`src/rtl/sia_ram.sv`:
```
// Generic single-write, single-read RAM with a registered read port.
// No dependencies.
`timescale 1ns / 1ps

module sia_ram #(
    parameter int WIDTH = 8,
    parameter int DEPTH = 16
) (
    input  logic                                   clk,
    input  logic                                   we,
    input  logic [((DEPTH > 1) ? $clog2(DEPTH) : 1)-1:0] waddr,
    input  logic [WIDTH-1:0]                       wdata,
    input  logic                                   re,
    input  logic [((DEPTH > 1) ? $clog2(DEPTH) : 1)-1:0] raddr,
    output logic [WIDTH-1:0]                       q
);

    logic [WIDTH-1:0] mem_reg [DEPTH];
    logic [WIDTH-1:0] q_reg;

    // Write port and registered read port; the read data holds when no read is issued.
    always_ff @(posedge clk)
    begin
        if (we)
        begin
            mem_reg[waddr] <= wdata;
        end
        if (re)
        begin
            q_reg <= mem_reg[raddr];
        end
    end

    assign q = q_reg;

endmodule

```
`config.mk`:
```
export PLATFORM = sky130hd
export DESIGN_NAME = sia_ram
export DESIGN_NICKNAME = d
export VERILOG_FILES = /design/src/rtl/sia_ram.sv
export SDC_FILE = /design/constraint.sdc
export NUM_CORES = 1
export LEC_CHECK = 0
export CAP_MARGIN = 15
export CELL_PAD_IN_SITES_DETAIL_PLACEMENT = 0
export CELL_PAD_IN_SITES_GLOBAL_PLACEMENT = 1
export CORE_AREA = 2 2 106 108
export DETAILED_ROUTE_END_ITERATION = 6
export DIE_AREA = 0 0 108 110
export DONT_BUFFER_PORTS = 1
export PLACE_DENSITY = 0.84
export SLEW_MARGIN = 15
export SYNTH_ARGS = -nofsm -noshare
export SYNTH_HDL_FRONTEND = slang
export SYNTH_SLANG_ARGS = --single-unit
export TNS_END_PERCENT = 100
```
`constraint.sdc`:
```
create_clock -name clk -period 1.78 [get_ports clk]
set_input_delay 0.356 -clock clk [delete_from_list [all_inputs] [get_ports clk]]
set_output_delay 0.356 -clock clk [all_outputs]
set_load 0.1 [all_outputs]
```
==> impl_metrics.py <==
metrics = {
    "run_status": {
        "status": "finished, final reports clean",
    },
    "global_route": {
        "grt_overflow_total": 0,
        "grt_pass1_wl_um": 14720,
        "antenna_found_initial": 0,
        "grt_use_total_pct": 18.57,
        "grt_max_degree": 33,
        "grt_pass1_vias": 2431,
    },
    "die": {
        "ios": 27,
        "die_w_um": 108,
        "rows": 38,
        "core_area_um2": 10700,
        "die_area_um2": 11880,
        "dieHeight_um": 110,
        "initial_core_util_pct": 48.87,
    },
    "placed_design": {
        "placed_area_um2": 5517,
        "dp_cells": 385,
        "gp_congestion": 0.7174,
        "port_buffers": 0,
        "dp_hpwl_um": 5901,
    },
    "critical_path": {
        "worst_path_max_delay_cell": "edfxtp_1",
        "critPathMaxFanout": 1,
        "crit_chain": "buf_4",
        "worstPathArrival_ps": 1190,
        "criticalPathCategory": "register to output pin",
        "worst_setup_path_start_kind": "register",
        "critPathMaxStageDelay_ps": 360,
        "critical-path-top-delay-family": "flip-flops",
        "worst-path-buf-inv": 1,
        "worst_setup_path_end_kind": "output pin",
        "cp.required_ps": 1420,
    },
    "synthesis": {
        "synth_area_leaders": "edfxtp_1 78%, mux4_2 7.8%, mux4_1 7.0%",
        "syn_area_um2": 5228,
        "yosysTopAreaCellShare_pct": 78.12,
        "ys_types": 18,
        "syn_avg_cell_area_um2": 22.83,
        "ys_warn_count": 0,
        "synth_area_leader_cell": "edfxtp_1",
        "synth_seq_cells": 136,
        "syn_inst": 229,
        "synthesis.nets": 248,
        "seq_area_frac_synth_pct": 78.12,
    },
    "cells_and_area": {
        "largest_register_ffs": 128,
        "syn_to_final_growth_pct": 17.88,
        "final_nets": 292,
        "final_area_um2": 6162,
        "diodes": 0,
        "finalNonFillerCells": 425,
        "drive_above_1_share_pct": 25.26,
    },
    "route": {
        "drt-total-wl_um": 9962,
        "drc": 0,
        "viasPerCell": 5.713,
        "final_antenna_net_count": 0,
        "wl_per_cell_um": 23.44,
        "dr.pass1.iters": 4,
        "vias": 2428,
        "drt_iter0_markers": 255,
    },
    "clocking": {
        "clkLatencyLatePin_ps": 530,
        "cts-htree-levels": 4,
        "post_cts_buffers": 0,
        "cts_sinks": 136,
        "clkTransAtPathRegs_ps": 60,
        "cts_buffer_depth": 2,
        "cts_tree": "yes",
        "cts_buffers": 17,
        "cts-root-buf": "clkbuf_8",
    },
    "timing": {
        "max_slew_margin_pct": 60.56,
        "rsz0062_at_grt": "no",
        "period_share_pct": 86.76,
        "worst_pin_slew_ps": 589.6,
        "setup_viol": 0,
        "fin_crit_ps": 1544,
        "fin_tns_setup_ps": 0,
        "skew_ps": 4.272,
        "fmax_ghz": 0.6475,
        "slew_viol_final": 0,
        "hold_violations": 0,
    },
    "run": {
        "maxCapViolCount": 0,
    },
    "power_and_ir_drop": {
        "p_total_mw": 7.329,
        "peakVddDrop_mv": 0.5857,
        "power.density_nw_per_um2": 1189,
        "power.leakage_nw": 2.054,
    },
    "hold_path": {
        "hp-class": "primary input to register",
    },
}
[cell families after synthesis]
kind of cell | share of synthesized area, %
muxes | 14.79
buffers and inverters | 1.651
DFF | 78.12
and+or+nand+nor | 3.136
AOI/OAI and AO/OA | 2.298
[path summary, 6_finish.rpt]
kind / slack, ps / startpoint / to / cells past startpoint
hold reg to reg: 750 / mem_reg[11][1]$_DFFE_PP_ / q[1]$_DFFE_PP_ / 3
setup / recovery: 240 / q[4]$_DFFE_PP_ / q[4] / 1
hold / removal: 190 / waddr[1] / mem_reg[0][0]$_DFFE_PP_ / 2
setup reg to reg: 250 / mem_reg[6][6]$_DFFE_PP_ / q[6]$_DFFE_PP_ / 3
[metrics by stage]
| step | utilization [%] | hold WS (ps) | setup slack [ps] |
|---|---|---|---|
| 4_1_cts | 57.60 | 175.3 | 207.4 |
| 6_report | 57.60 | 191.8 | 235.7 |
| 5_1_grt | 57.60 | 182.3 | 121.7 |
| 3_5_place_dp | 51.57 | 455.5 | 259.7 |
| 3_3_place_gp | 51.57 | 455.6 | 271.3 |
| 2_1_floorplan | - | 454.9 | 141.6 |
[layout by cell type, fill, tap and decap left out, drive strengths merged]
master,count
buf,26
edfxtp,136
a22oi,16
or3b,1
nor3,4
nor2,13
dlygate4sd3,9
nand2b,2
nand3b,2
clkbuf,19
nor2b,1
and2,1
mux4,32
clkinvlp,1
bufinv,3
nand3,1
nand2,9
clkinv,8
and2b,1
[cell usage after synthesis (all sizes together)]
| master | number |
|---|---|
| and2 | 1 |
| nand3 | 1 |
| nand2 | 9 |
| buf | 7 |
| and2b | 1 |
| a22oi | 16 |
| nor3 | 4 |
| mux4 | 32 |
| or3b | 1 |
| nand2b | 2 |
| clkdlybuf4s25 | 3 |
| nor2 | 13 |
| nand3b | 2 |
| nor2b | 1 |
| edfxtp | 136 |
[per-layer routing]
metal / vias up / global-route usage (%) / share of wire (%)
met2: 92 / 30.28 / 51
met1: 1253 / 22.95 / 40
met5: - / 0 / 0
li1: 1068 / - / -
met4: 0 / 8.242 / 1.9
met3: 15 / 6.114 / 7.2
[cell type report]
class | instances | area, um^2
sequential | 136 | 4084
timing repair buffer | 35 | 285.3
tap | 140 | 175.2
fill | 770 | 4536
multi-input combinational | 83 | 1062
clock inverter | 12 | 133.9
clock buffer | 19 | 421.7
[report_power, final]
part,switching [mW],leakage [nW],internal [mW],total [mW]
clock network,1.21,0.274,2.09,3.30
logic,0.253,0.544,0.143,0.396
registers,0.0191,1.24,3.61,3.63
[repair_timing]
action	CTS	global route
hold buffers	9	0
resized for setup	0	0
hold endpoints to repair	136	0
(Power assumes the default switching activity.)
